[config.mk]
export PLATFORM = sky130hd
export DESIGN_NAME = equal_sum_triplet_partition
export DESIGN_NICKNAME = d
export VERILOG_FILES = /design/src/sv/etp_pkg.sv /design/src/sv/etp_ram.sv /design/src/sv/etp_div.sv /design/src/sv/equal_sum_triplet_partition.sv
export SDC_FILE = /design/constraint.sdc
export NUM_CORES = 2
export LEC_CHECK = 0
export CAP_MARGIN = 10
export CORE_ASPECT_RATIO = 1.4
export CORE_MARGIN = 2
export CORE_UTILIZATION = 30
export DETAILED_ROUTE_END_ITERATION = 8
export DONT_BUFFER_PORTS = 1
export PLACE_DENSITY_LB_ADDON = 0.3
export SETUP_SLACK_MARGIN = 0.4
export SYNTH_ARGS = -nofsm -noshare
export SYNTH_HDL_FRONTEND = slang
export SYNTH_SLANG_ARGS = --single-unit
export TNS_END_PERCENT = 100
[constraint.sdc]
create_clock -name clk -period 10.6 [get_ports clk]
set_input_delay 0 -clock clk [delete_from_list [all_inputs] [get_ports clk]]
set_output_delay 0 -clock clk [all_outputs]
set_load 0.02 [all_outputs]
[src/sv/etp_pkg.sv]
// ----------------------------------------------------------------------------
// etp_pkg: shared types and constants
// Result status codes, fixed field widths and the divider status struct.
// ----------------------------------------------------------------------------
package etp_pkg;

	localparam int VAL_W  = 16;
	localparam int IDX_W  = 5;
	localparam int GRP_W  = 3;
	localparam int STAT_W = 3;

	localparam logic [STAT_W-1:0] ST_FOUND    = 3'd0;
	localparam logic [STAT_W-1:0] ST_COUNT    = 3'd1;
	localparam logic [STAT_W-1:0] ST_INDIV    = 3'd2;
	localparam logic [STAT_W-1:0] ST_NO_SPLIT = 3'd3;
	localparam logic [STAT_W-1:0] ST_OVERFLOW = 3'd4;

	typedef struct packed {
		logic done;
		logic rem_zero;
	} etp_div_res_t;

endpackage

[src/sv/etp_ram.sv]
// ----------------------------------------------------------------------------
// etp_ram: generic simple dual-port RAM
// One write port, one read port, registered read data.
// ----------------------------------------------------------------------------
module etp_ram #(
	parameter int WIDTH = 8,
	parameter int DEPTH = 4
) (
	input  logic                     clk,
	input  logic                     we,
	input  logic [$clog2(DEPTH)-1:0] waddr,
	input  logic [WIDTH-1:0]         wdata,
	input  logic [$clog2(DEPTH)-1:0] raddr,
	output logic [WIDTH-1:0]         rdata
);

	logic [WIDTH-1:0] mem_q [DEPTH];

	always_ff @(posedge clk) begin
		if (we) begin
			mem_q[waddr] <= wdata;
		end
		rdata <= mem_q[raddr];
	end

endmodule

[src/sv/etp_div.sv]
// ----------------------------------------------------------------------------
// etp_div: iterative signed divider
// Restoring division, one quotient bit per cycle; truncates toward zero.
// ----------------------------------------------------------------------------
module etp_div
	import etp_pkg::*;
#(
	parameter int W  = 21,
	parameter int DW = 4
) (
	input  logic                clk,
	input  logic                arst_n,
	input  logic                start,
	input  logic signed [W-1:0] dividend,
	input  logic [DW-1:0]       divisor,
	output logic signed [W-1:0] quotient,
	output etp_div_res_t        res
);

	localparam int CNT_W = $clog2(W + 1);

	logic             busy_q;
	logic             done_q;
	logic [CNT_W-1:0] cnt_q;
	logic [DW-1:0]    rem_q;
	logic [W-1:0]     quo_q;
	logic             neg_q;

	logic [DW:0] trial;
	logic        ge;

	assign trial = {rem_q, quo_q[W-1]};
	assign ge    = trial >= {1'b0, divisor};

	always_ff @(posedge clk or negedge arst_n) begin
		if (!arst_n) begin
			busy_q <= 1'b0;
			done_q <= 1'b0;
			cnt_q  <= '0;
		end else begin
			done_q <= 1'b0;
			if (start) begin
				busy_q <= 1'b1;
				cnt_q  <= CNT_W'(W);
			end else if (busy_q) begin
				cnt_q <= cnt_q - 1'b1;
				if (cnt_q == CNT_W'(1)) begin
					busy_q <= 1'b0;
					done_q <= 1'b1;
				end
			end
		end
	end

	always_ff @(posedge clk) begin
		if (start) begin
			neg_q <= dividend[W-1];
			quo_q <= dividend[W-1] ? W'(-dividend) : W'(dividend);
			rem_q <= '0;
		end else if (busy_q) begin
			quo_q <= {quo_q[W-2:0], ge};
			rem_q <= ge ? DW'(trial - {1'b0, divisor}) : DW'(trial);
		end
	end

	assign quotient     = neg_q ? -$signed(quo_q) : $signed(quo_q);
	assign res.done     = done_q;
	assign res.rem_zero = (rem_q == '0);

endmodule

[src/sv/equal_sum_triplet_partition.sv]
// Sequence: after the last value is loaded, a count check runs, then the
// divider, then a data-dependent backtracking search through the value
// RAM read port; each result is read back from the stack and value RAMs
// and held until the output accepts it.
// Throughput: one value per cycle while loading; input stalls otherwise.
// Reset: asynchronous active low, clears counters, used flags and state.
module equal_sum_triplet_partition
	import etp_pkg::*;
#(
	parameter int MAX_ITEMS = 24
) (
	input  logic                    clk,
	input  logic                    arst_n,
	input  logic                    in_valid,
	output logic                    in_ready,
	input  logic signed [VAL_W-1:0] value,
	input  logic                    last,
	output logic                    out_valid,
	input  logic                    out_ready,
	output logic [STAT_W-1:0]       status,
	output logic [GRP_W-1:0]        group,
	output logic [IDX_W-1:0]        idx_a,
	output logic [IDX_W-1:0]        idx_b,
	output logic [IDX_W-1:0]        idx_c,
	output logic signed [VAL_W-1:0] val_a,
	output logic signed [VAL_W-1:0] val_b,
	output logic signed [VAL_W-1:0] val_c,
	output logic                    final_res
);

	localparam int IW    = $clog2(MAX_ITEMS);
	localparam int CW    = $clog2(MAX_ITEMS + 1);
	localparam int SW    = VAL_W + CW;
	localparam int KMAX  = MAX_ITEMS / 3;
	localparam int KW    = $clog2(KMAX + 1);
	localparam int STK_D = (KMAX < 2) ? 2 : KMAX;
	localparam int SAW   = $clog2(STK_D);
	localparam int STK_W = 3 * IW + 2 * SW;

	typedef enum logic [4:0] {
		S_LOAD, S_CHECK, S_DIV, S_FIND_A, S_LD_A, S_NEXT_B, S_LD_B, S_NEXT_C,
		S_CMP_C, S_POP, S_POP_RD, S_E_RS, S_E_RA, S_E_RB, S_E_RC, S_E_RD, S_WAIT
	} state_t;

	typedef struct packed {
		logic [IW-1:0] a;
		logic [IW-1:0] b;
		logic [IW-1:0] c;
		logic [SW-1:0] psum;
		logic [SW-1:0] va;
	} stk_t;

	state_t                state_q;
	logic [CW-1:0]         cnt_q;
	logic [1:0]            mod3_q;
	logic [KW-1:0]         k_q;
	logic                  ovf_q;
	logic signed [SW-1:0]  sum_q;
	logic signed [SW-1:0]  target_q;
	logic signed [SW-1:0]  psum_q;
	logic signed [SW-1:0]  va_q;
	logic [KW-1:0]         lvl_q;
	logic [KW-1:0]         g_q;
	logic [CW-1:0]         a_q;
	logic [CW-1:0]         b_q;
	logic [CW-1:0]         c_q;
	logic [MAX_ITEMS-1:0]  used_q;
	logic [IW-1:0]         ia_q;
	logic [IW-1:0]         ib_q;
	logic [IW-1:0]         ic_q;

	logic                  in_acc;
	logic                  out_acc;
	logic                  v_we;
	logic [IW-1:0]         v_raddr;
	logic [VAL_W-1:0]      v_rdata;
	logic signed [SW-1:0]  v_ext;
	logic                  s_we;
	logic [SAW-1:0]        s_waddr;
	logic [SAW-1:0]        s_raddr;
	stk_t                  s_wdata;
	stk_t                  s_rdata;
	logic                  div_start;
	logic signed [SW-1:0]  div_q;
	etp_div_res_t          div_res;

	assign in_ready = (state_q == S_LOAD);
	assign in_acc   = in_valid && in_ready;
	assign out_acc  = out_valid && out_ready;
	assign v_we     = in_acc && !ovf_q && (cnt_q < CW'(MAX_ITEMS));
	assign v_ext    = SW'($signed(v_rdata));
	assign div_start = (state_q == S_CHECK) && !ovf_q && (mod3_q == 2'd0);

	always_comb begin
		unique case (state_q)
			S_NEXT_B: v_raddr = b_q[IW-1:0];
			S_NEXT_C: v_raddr = c_q[IW-1:0];
			S_E_RA:   v_raddr = s_rdata.a;
			S_E_RB:   v_raddr = ib_q;
			S_E_RC:   v_raddr = ic_q;
			default:  v_raddr = a_q[IW-1:0];
		endcase
	end

	assign s_we          = (state_q == S_CMP_C) && (psum_q + v_ext == target_q);
	assign s_waddr       = SAW'(lvl_q - 1'b1);
	assign s_raddr       = (state_q == S_POP) ? SAW'(lvl_q) : SAW'(g_q);
	assign s_wdata.a     = a_q[IW-1:0];
	assign s_wdata.b     = b_q[IW-1:0];
	assign s_wdata.c     = c_q[IW-1:0];
	assign s_wdata.psum  = psum_q;
	assign s_wdata.va    = va_q;

	etp_ram #(.WIDTH(VAL_W), .DEPTH(MAX_ITEMS)) u_vram (
		.clk   (clk),
		.we    (v_we),
		.waddr (cnt_q[IW-1:0]),
		.wdata (value),
		.raddr (v_raddr),
		.rdata (v_rdata)
	);

	etp_ram #(.WIDTH(STK_W), .DEPTH(STK_D)) u_sram (
		.clk   (clk),
		.we    (s_we),
		.waddr (s_waddr),
		.wdata (s_wdata),
		.raddr (s_raddr),
		.rdata (s_rdata)
	);

	etp_div #(.W(SW), .DW(KW)) u_div (
		.clk      (clk),
		.arst_n   (arst_n),
		.start    (div_start),
		.dividend (sum_q),
		.divisor  (k_q),
		.quotient (div_q),
		.res      (div_res)
	);

	always_ff @(posedge clk or negedge arst_n) begin
		if (!arst_n) begin
			state_q   <= S_LOAD;
			cnt_q     <= '0;
			mod3_q    <= '0;
			k_q       <= '0;
			ovf_q     <= 1'b0;
			sum_q     <= '0;
			used_q    <= '0;
			out_valid <= 1'b0;
			lvl_q     <= '0;
			g_q       <= '0;
			a_q       <= '0;
			b_q       <= '0;
			c_q       <= '0;
			target_q  <= '0;
			psum_q    <= '0;
			va_q      <= '0;
			ia_q      <= '0;
			ib_q      <= '0;
			ic_q      <= '0;
			status    <= '0;
			group     <= '0;
			idx_a     <= '0;
			idx_b     <= '0;
			idx_c     <= '0;
			val_a     <= '0;
			val_b     <= '0;
			val_c     <= '0;
			final_res <= 1'b0;
		end else begin
			unique case (state_q)
				S_LOAD: begin
					if (in_acc) begin
						if (!ovf_q) begin
							if (cnt_q < CW'(MAX_ITEMS)) begin
								sum_q <= sum_q + SW'(value);
								cnt_q <= cnt_q + 1'b1;
								if (mod3_q == 2'd2) begin
									mod3_q <= 2'd0;
									k_q    <= k_q + 1'b1;
								end else begin
									mod3_q <= mod3_q + 1'b1;
								end
							end else begin
								ovf_q <= 1'b1;
							end
						end
						if (last) begin
							state_q <= S_CHECK;
						end
					end
				end
				S_CHECK: begin
					if (ovf_q || mod3_q != 2'd0) begin
						status    <= ovf_q ? ST_OVERFLOW : ST_COUNT;
						group     <= '0;
						idx_a     <= '0;
						idx_b     <= '0;
						idx_c     <= '0;
						val_a     <= '0;
						val_b     <= '0;
						val_c     <= '0;
						final_res <= 1'b1;
						out_valid <= 1'b1;
						state_q   <= S_WAIT;
					end else begin
						state_q <= S_DIV;
					end
				end
				S_DIV: begin
					if (div_res.done) begin
						if (!div_res.rem_zero) begin
							status    <= ST_INDIV;
							group     <= '0;
							idx_a     <= '0;
							idx_b     <= '0;
							idx_c     <= '0;
							val_a     <= '0;
							val_b     <= '0;
							val_c     <= '0;
							final_res <= 1'b1;
							out_valid <= 1'b1;
							state_q   <= S_WAIT;
						end else begin
							target_q <= div_q;
							lvl_q    <= k_q;
							a_q      <= '0;
							state_q  <= S_FIND_A;
						end
					end
				end
				S_FIND_A: begin
					if (a_q >= cnt_q) begin
						state_q <= S_POP;
					end else if (used_q[a_q[IW-1:0]]) begin
						a_q <= a_q + 1'b1;
					end else begin
						used_q[a_q[IW-1:0]] <= 1'b1;
						state_q <= S_LD_A;
					end
				end
				S_LD_A: begin
					va_q    <= v_ext;
					b_q     <= a_q + 1'b1;
					state_q <= S_NEXT_B;
				end
				S_NEXT_B: begin
					if (b_q >= cnt_q) begin
						used_q[a_q[IW-1:0]] <= 1'b0;
						state_q <= S_POP;
					end else if (used_q[b_q[IW-1:0]]) begin
						b_q <= b_q + 1'b1;
					end else begin
						used_q[b_q[IW-1:0]] <= 1'b1;
						state_q <= S_LD_B;
					end
				end
				S_LD_B: begin
					psum_q  <= va_q + v_ext;
					c_q     <= b_q + 1'b1;
					state_q <= S_NEXT_C;
				end
				S_NEXT_C: begin
					if (c_q >= cnt_q) begin
						used_q[b_q[IW-1:0]] <= 1'b0;
						b_q     <= b_q + 1'b1;
						state_q <= S_NEXT_B;
					end else if (used_q[c_q[IW-1:0]]) begin
						c_q <= c_q + 1'b1;
					end else begin
						state_q <= S_CMP_C;
					end
				end
				S_CMP_C: begin
					if (s_we) begin
						used_q[c_q[IW-1:0]] <= 1'b1;
						if (lvl_q == KW'(1)) begin
							g_q     <= '0;
							state_q <= S_E_RS;
						end else begin
							lvl_q   <= lvl_q - 1'b1;
							a_q     <= '0;
							state_q <= S_FIND_A;
						end
					end else begin
						c_q     <= c_q + 1'b1;
						state_q <= S_NEXT_C;
					end
				end
				S_POP: begin
					// level exhausted: no split at the top level, else back to the parent's saved triplet
					if (lvl_q == k_q) begin
						status    <= ST_NO_SPLIT;
						group     <= '0;
						idx_a     <= '0;
						idx_b     <= '0;
						idx_c     <= '0;
						val_a     <= '0;
						val_b     <= '0;
						val_c     <= '0;
						final_res <= 1'b1;
						out_valid <= 1'b1;
						state_q   <= S_WAIT;
					end else begin
						lvl_q   <= lvl_q + 1'b1;
						state_q <= S_POP_RD;
					end
				end
				S_POP_RD: begin
					a_q    <= CW'(s_rdata.a);
					b_q    <= CW'(s_rdata.b);
					c_q    <= CW'(s_rdata.c) + 1'b1;
					psum_q <= s_rdata.psum;
					va_q   <= s_rdata.va;
					used_q[s_rdata.c] <= 1'b0;
					state_q <= S_NEXT_C;
				end
				S_E_RS: begin
					state_q <= S_E_RA;
				end
				S_E_RA: begin
					ia_q    <= s_rdata.a;
					ib_q    <= s_rdata.b;
					ic_q    <= s_rdata.c;
					state_q <= S_E_RB;
				end
				S_E_RB: begin
					val_a   <= v_rdata;
					state_q <= S_E_RC;
				end
				S_E_RC: begin
					val_b   <= v_rdata;
					state_q <= S_E_RD;
				end
				S_E_RD: begin
					val_c     <= v_rdata;
					status    <= ST_FOUND;
					group     <= GRP_W'(g_q);
					idx_a     <= IDX_W'(ia_q);
					idx_b     <= IDX_W'(ib_q);
					idx_c     <= IDX_W'(ic_q);
					final_res <= (g_q + 1'b1 == k_q);
					out_valid <= 1'b1;
					state_q   <= S_WAIT;
				end
				S_WAIT: begin
					if (out_acc) begin
						out_valid <= 1'b0;
						if (!final_res) begin
							g_q     <= g_q + 1'b1;
							state_q <= S_E_RS;
						end else begin
							cnt_q   <= '0;
							mod3_q  <= '0;
							k_q     <= '0;
							ovf_q   <= 1'b0;
							sum_q   <= '0;
							used_q  <= '0;
							state_q <= S_LOAD;
						end
					end
				end
				default: state_q <= S_LOAD;
			endcase
		end
	end

	a_no_overlap: assert property (@(posedge clk) disable iff (!arst_n)
		!(in_ready && out_valid))
		else $error("input accepted while a result is pending");

	a_fail_final: assert property (@(posedge clk) disable iff (!arst_n)
		(out_valid && status != ST_FOUND) |-> final_res)
		else $error("failure result not marked final");

	a_found_order: assert property (@(posedge clk) disable iff (!arst_n)
		(out_valid && status == ST_FOUND) |-> (idx_a < idx_b && idx_b < idx_c))
		else $error("triplet members out of order");

endmodule
# Yosys cells after proc, flatten, opt, wreduce, memory -nomap -nowiden
# Memory sizes are Yosys's and may differ from the RTL's. A register that Yosys moved wholly into a read port is not among the register bits.
# Index checks and enable logic that the tools add are counted.
# op_classes
n_eq_ne	51
mux	151
add_sub_neg	17
n_lt_le_gt_ge	13
n_bitwise	9
reduce_logical	47
# ops
cell	n
24-bit two-way mux	8
16-bit one-hot mux with 4 select lines	3
21-bit two-way mux	9
5-bit two-way mux	37
24-bit one-hot mux with 6 select lines	1
21-bit one-hot mux with 2 select lines	3
5-bit one-hot mux with 4 select lines	6
5-bit one-hot mux with 16 select lines	1
24-bit bitwise AND	3
4-bit two-way mux	18
24-bit inverter	3
24-bit bitwise OR	3
16-bit two-way mux	4
21-bit by 16-bit adder with 21-bit output	3
21-bit negator	2
5-bit by 4-bit == test with 1-bit output (second input constant)	8
2-bit inequality test (second input constant)	18
3-bit two-way mux	10
1-bit two-way mux	27
5-bit by 1-bit adder with 5-bit output (second input constant)	5
5-bit one-hot mux with 5 select lines	1
5-bit by 6-bit less-than comparator with 1-bit output (second input constant)	4
3-bit one-hot mux with 4 select lines	2
4-bit nonzero test	6
other kinds (46)	103
# word_totals
input_bits	21
regBits	267
n_memories	2
ram_bits	840
elab_cells	324
# mem_list
name	words	word_bits	read_ports	rd_clocked_by_memory_dff	wr	line	source
u_sram.mem_q	8	57	1	1	1	etp_ram.sv:17	logic [WIDTH-1:0] mem_q [DEPTH];
u_vram.mem_q	24	16	1	1	1	etp_ram.sv:17	

# Depth between registers and ports, before layout
# logic_depth
word_depth	8
mapped_depth	15
mapped_depth_nobuf	13

# Cells and area by module
# A second synthesis with hierarchy kept.
# hier_totals
hier_cells	3559
area_unflattened_um2	52266.4
# by_module_without_submodules
mod	instances	cells_each	area_per_inst_um2
etp_ram (u_sram)	1	729	18288.8
equal_sum_triplet_partition	1	1818	16221.8
etp_ram (u_vram)	1	723	15254.6
etp_div	1	289	2501.1

# Least setup slack after synthesis
# Ideal clock, no wire load.
# synth_timing
path_type	register -> register
start	reg psum_q[0]
end	mem u_sram.mem_q[3][0] in the netlist's numbering, enable pin
t_arrival_ps	7062
setup_time_ps	542
path_buffers	0
stages_incl_launch_ff	13
required_time_ps	10058
slack_ps	2996
cell_sequence	dfrtp_1 ha_1 fa_1 a211oi_2 o21bai_2 a21oi_1 o211a_1 or4b_1 nor3_2 and2_2 nand3_1 or2_1 nor3_1
# synth_between
elab_chain_len	5
# synth_rtl
element	line	source
start: declaration	equal_sum_triplet_partition.sv:60	logic signed [SW-1:0] psum_q;
start signal: assignment	equal_sum_triplet_partition.sv:261	psum_q <= va_q + v_ext;
start signal: assignment	equal_sum_triplet_partition.sv:315	psum_q <= s_rdata.psum;
21-bit by 16-bit adder with 21-bit output	equal_sum_triplet_partition.sv:105	assign s_we = (state_q == S_CMP_C) && (psum_q + v_ext == target_q);
21-bit == test	equal_sum_triplet_partition.sv:105	
1-bit logical AND	equal_sum_triplet_partition.sv:105	
1-bit two-way mux	etp_ram.sv:20	if (we) begin
1-bit two-way mux (not written as such)	etp_ram.sv:21	mem_q[waddr] <= wdata;
end: declaration	etp_ram.sv:17	
# Every way passes these cells.

# Worst setup path in the final report
# layout_timing
start	reg u_vram.rdata[11], read port of u_vram.mem_q
end	mem u_sram.mem_q[5][5] in the netlist's numbering, enable pin
# layout_between
elab_chain_len	5
# layout_rtl
element	line	source
start: declaration	etp_ram.sv:14	output logic [WIDTH-1:0] rdata
21-bit by 16-bit adder with 21-bit output	equal_sum_triplet_partition.sv:105	
21-bit == test	equal_sum_triplet_partition.sv:105	
1-bit logical AND	equal_sum_triplet_partition.sv:105	
1-bit two-way mux	etp_ram.sv:20	
1-bit two-way mux (not written as such)	etp_ram.sv:21	
# Every way passes these cells.

==> key figures <==
Setup path
  – Crit start category: register
  – Crit path arrival time: 5620 ps
  – CP Buf/Inv Count: 1
  – CP endpoint: u_sram.mem_q[5][5]$_DFFE_PP_
  – FF-to-FF End: u_sram.mem_q[5][5]$_DFFE_PP_
  – CP top delay family: simple AND/OR/NAND/NOR gates
  – Setup crit end kind: register
  – Worst reg2reg path depth: 12
  – Max FO, Critical Path: 57
  – Critical path depth: 12
  – Slowest stage cell, crit path: buf_4
  – CP peak stage delay: 830 ps
  – Crit path launch: u_vram.rdata[11]$_DFF_P_
  – Critical R2R Launch: u_vram.rdata[11]$_DFF_P_
  – CP required: 10960 ps
  – CP Cell Sequence: ha_1, a21oi_1, o21ai_0, a2bb2oi_1, o2111ai_1, or4b_1, nor3_2, nand2_1, nor2_2, nand3_1, nor3_2, buf_4
  – R2R setup slack: 5340 ps
  – Cell mode on critical path: nor3_2
  – Critical path class: register to register

STA
  – Worst setup margin: 5340 ps
  – Max-slew violation count: 0
  – RSZ-0062 raised after global routing: no
  – Final setup vio count: 0
  – Final Hold Fails: 0
  – Total Neg Setup Slack: 0 ps
  – Post-route minimum period: 5260 ps
  – Max Clock Skew: 37.2 ps
  – Worst-margin pin slew: 1230 ps
  – F_max: 0.190 GHz
  – Period utilisation layout: 0.496
  – Slew HR: 0.179

Logic synthesis
  – Top cell type's share of synthesized area: 0.493
  – Seq/Total Area, Yosys: 0.638
  – Asr flop ratio synth: 0.204
  – Post-Syn Instances: 4076
  – Ys Warns: 0
  – Mean Syn Cell Area: 12.9 um^2
  – Synth area leader: edfxtp_1
  – Number of flops mapped to enable cells by yosys: 862
  – Largest cells by area after synthesis: edfxtp_1, dfrtp_1, mux4_2, nand2_1, dfxtp_1
  – Syn_nets: 4202
  – Top_reg_cell synth: edfxtp_1
  – Synthesis-stage register bit count: 1180
  – Mapped Area: 52500 um^2
  – Synth cell types: 95

Placement
  – Routability congestion estimate: 0.887
  – DP HPWL: 98200 um
  – Pre-CTS setup slack: 5330 ps
  – Cells after DPL: 6204
  – # port buffers: 0

Final layout
  – Layout cells sized above 1: 0.128
  – Layout net count: 4179
  – Final Non-Filler Cells: 6437
  – Post-layout util: 0.342
  – Area grow syn2layout: 13.1%

Clocking
  – Clk sinks: 1180
  – Clk root buf: clkbuf_16
  – CTS max path bufs: 3
  – Clk Latency, worst-skew pair: 750 ps
  – CTS H-tree lvls: 3
  – CTS tree: yes
  – CTS Buf Count: 107
  – Post-CTS setup buffers: 0
  – Clock transition at path regs: 60 ps

Floorplan
  – Ports: 93
  – Die Span Y: 499 um
  – Die footprint: 178000 um^2
  – Core ar.: 174000 um^2
  – Rows: 181
  – Die X: 357 um
  – Initial Util: 0.302

Run
  – Max cap viols: 0

Global route
  – Largest net degree at the start of global routing: 242
  – Initial antenna violation count: 13
  – Vias in the first global route: 34203
  – First-pass GRT wire length: 231000 um
  – Remaining Overflow, GRT: 0
  – GRT Total Usage: 0.173

Routing
  – Pre-antenna DRT Iters: 6
  – Routed wire length: 156000 um
  – Antenna viol nets, final: 0
  – WL per Instance: 24.2 um
  – Vias per cell: 5.29
  – Initial detailed-routing violation count: 3384
  – Drt drc: 0
  – Vias: 34041

Power
  – Peak VDD IR: 0.000220 V
  – PwrDens: 237 nW/um^2
  – LEAKAGE: 21.6 nW

Min path
  – Hold Crit Class: primary input to register

Run status
  – Status: completed
-- stage by stage --
step / cell area, um^2 / hold slack [ps] / power (W)
after detailed placement: 55200 / -268 / 0.00988
after global routing: 59400 / 63.9 / 0.0147
after floorplan: 52500 / -296 / 0.00853
after CTS: 59300 / 36.2 / 0.0142
final: 59400 / 43.4 / 0.0141
after global placement: 55200 / -267 / 0.00985
-- worst min path at each step --
stage	slack, ps	endpoint	depth (start not counted)	startpoint
2_1_floorplan	-300	a_q[0]$_DFFE_PN0P_	0	arst_n
3_3_place_gp	-270	c_q[0]$_DFFE_PN0P_	0	arst_n
3_5_place_dp	-270	psum_q[19]$_DFFE_PN0P_	0	arst_n
4_1_cts	40	out_valid$_DFFE_PN0P_	2	out_ready
5_1_grt	60	out_valid$_DFFE_PN0P_	2	out_ready
6_report	40	out_valid$_DFFE_PN0P_	2	out_ready
-- cells in the mapped netlist (all sizes together) (7+ instances only) --
cell,n
mux2,66
xnor2,60
ha,101
nand2b,23
a31o,9
o31ai,16
dfrtp,241
o21a,12
a31oi,68
a32oi,14
dfxtp,77
a21oi,153
and3,63
nor3b,13
nand2,717
xor2,62
mux4,132
clkbuf,171
o21ai,165
o22ai,8
o21bai,7
nand4,18
nor3,52
o211ai,18
a222oi,9
a221o,7
a41oi,8
inv,57
o311ai,8
nor2,194
a311oi,65
a211oi,15
o41ai,10
or3,22
edfxtp,862
a21o,40
a22oi,32
nor2b,18
mux2i,17
buf,75
nand3,190
a22o,69
nor4,16
-- cells in the final DEF (no fill, tap or decap), drive strengths merged, types with 15 or more instances in the layout --
cell type | synthesis | routed
o31ai | 16 | 16
xor2 | 62 | 62
a211oi | 15 | 15
or3 | 22 | 22
clkbuf | 171 | 148
a22oi | 32 | 32
nand4 | 18 | 18
clkinv | 0 | 35
buf | 75 | 93
ha | 101 | 101
mux2 | 66 | 66
nor2b | 18 | 18
mux2i | 17 | 17
xnor2 | 60 | 60
a31oi | 68 | 68
inv | 57 | 63
nor4 | 16 | 16
a311oi | 65 | 65
a21o | 40 | 40
nand2b | 23 | 23
dlygate4sd3 | 0 | 21
a22o | 69 | 69
dfrtp | 241 | 241
nand2 | 717 | 717
o21ai | 165 | 165
nor3 | 52 | 52
a21oi | 153 | 153
and3 | 63 | 63
o211ai | 18 | 18
nand3 | 190 | 190
mux4 | 132 | 132
nor2 | 194 | 194
edfxtp | 862 | 862
dfxtp | 77 | 77
-- report_power, final --
group	internal, W	leakage [nW]	switching (W)
clock network	0.00240	1.89	0.00181
registers	0.00546	11.9	0.000650
logic	0.00145	7.82	0.00229
total	0.00932	21.6	0.00474
-- logic make-up after synthesis --
family                     synth area share
buffers and inverters                0.0232
xor gates and xnor gates             0.0205
DFF                                   0.638
and+or+nand+nor                       0.115
AOI/OAI and AO/OA                     0.104
adders and majority gates            0.0256
muxes                                0.0742
-- sequential cells by signal (all words and copies together) (netlist names), 16 cells and up --
name	count
va_q	21
val_c	16
u_vram.mem_q	384
u_div.quo_q	21
u_vram.rdata	16
val_b	16
val_a	16
used_q	24
target_q	21
u_sram.rdata	57
sum_q	21
u_sram.mem_q	456
psum_q	21
-- layout make-up --
cell class                      count  area (um^2)
Antenna cell                        2         5.00
Clock buffer                      148         3090
Clock inverter                     56          744
Fill cell                       16932       114000
Inverter                           57          214
Multi-Input combinational cell   2593        18000
Sequential cell                  1180        33500
Tap cell                         2287         2860
Timing Repair Buffer              114          996
-- what timing repair did --
| action | CTS | global route |
|---|---|---|
| setup endpoints to repair | 0 | 0 |
| gates resized for setup | 0 | 0 |
| hold buffers | 24 | 1 |
| endpoints found under the hold margin | 662 | 46 |
-- metal layers --
layer	wire (um)	vias up	track usage
met4	4970	6	0.0579
met5	42	-	0
li1	-	15335	-
met2	78200	1116	0.300
met1	64100	17309	0.219
met3	8360	275	0.0256
No activity file was read; power rests on OpenSTA's default activity.
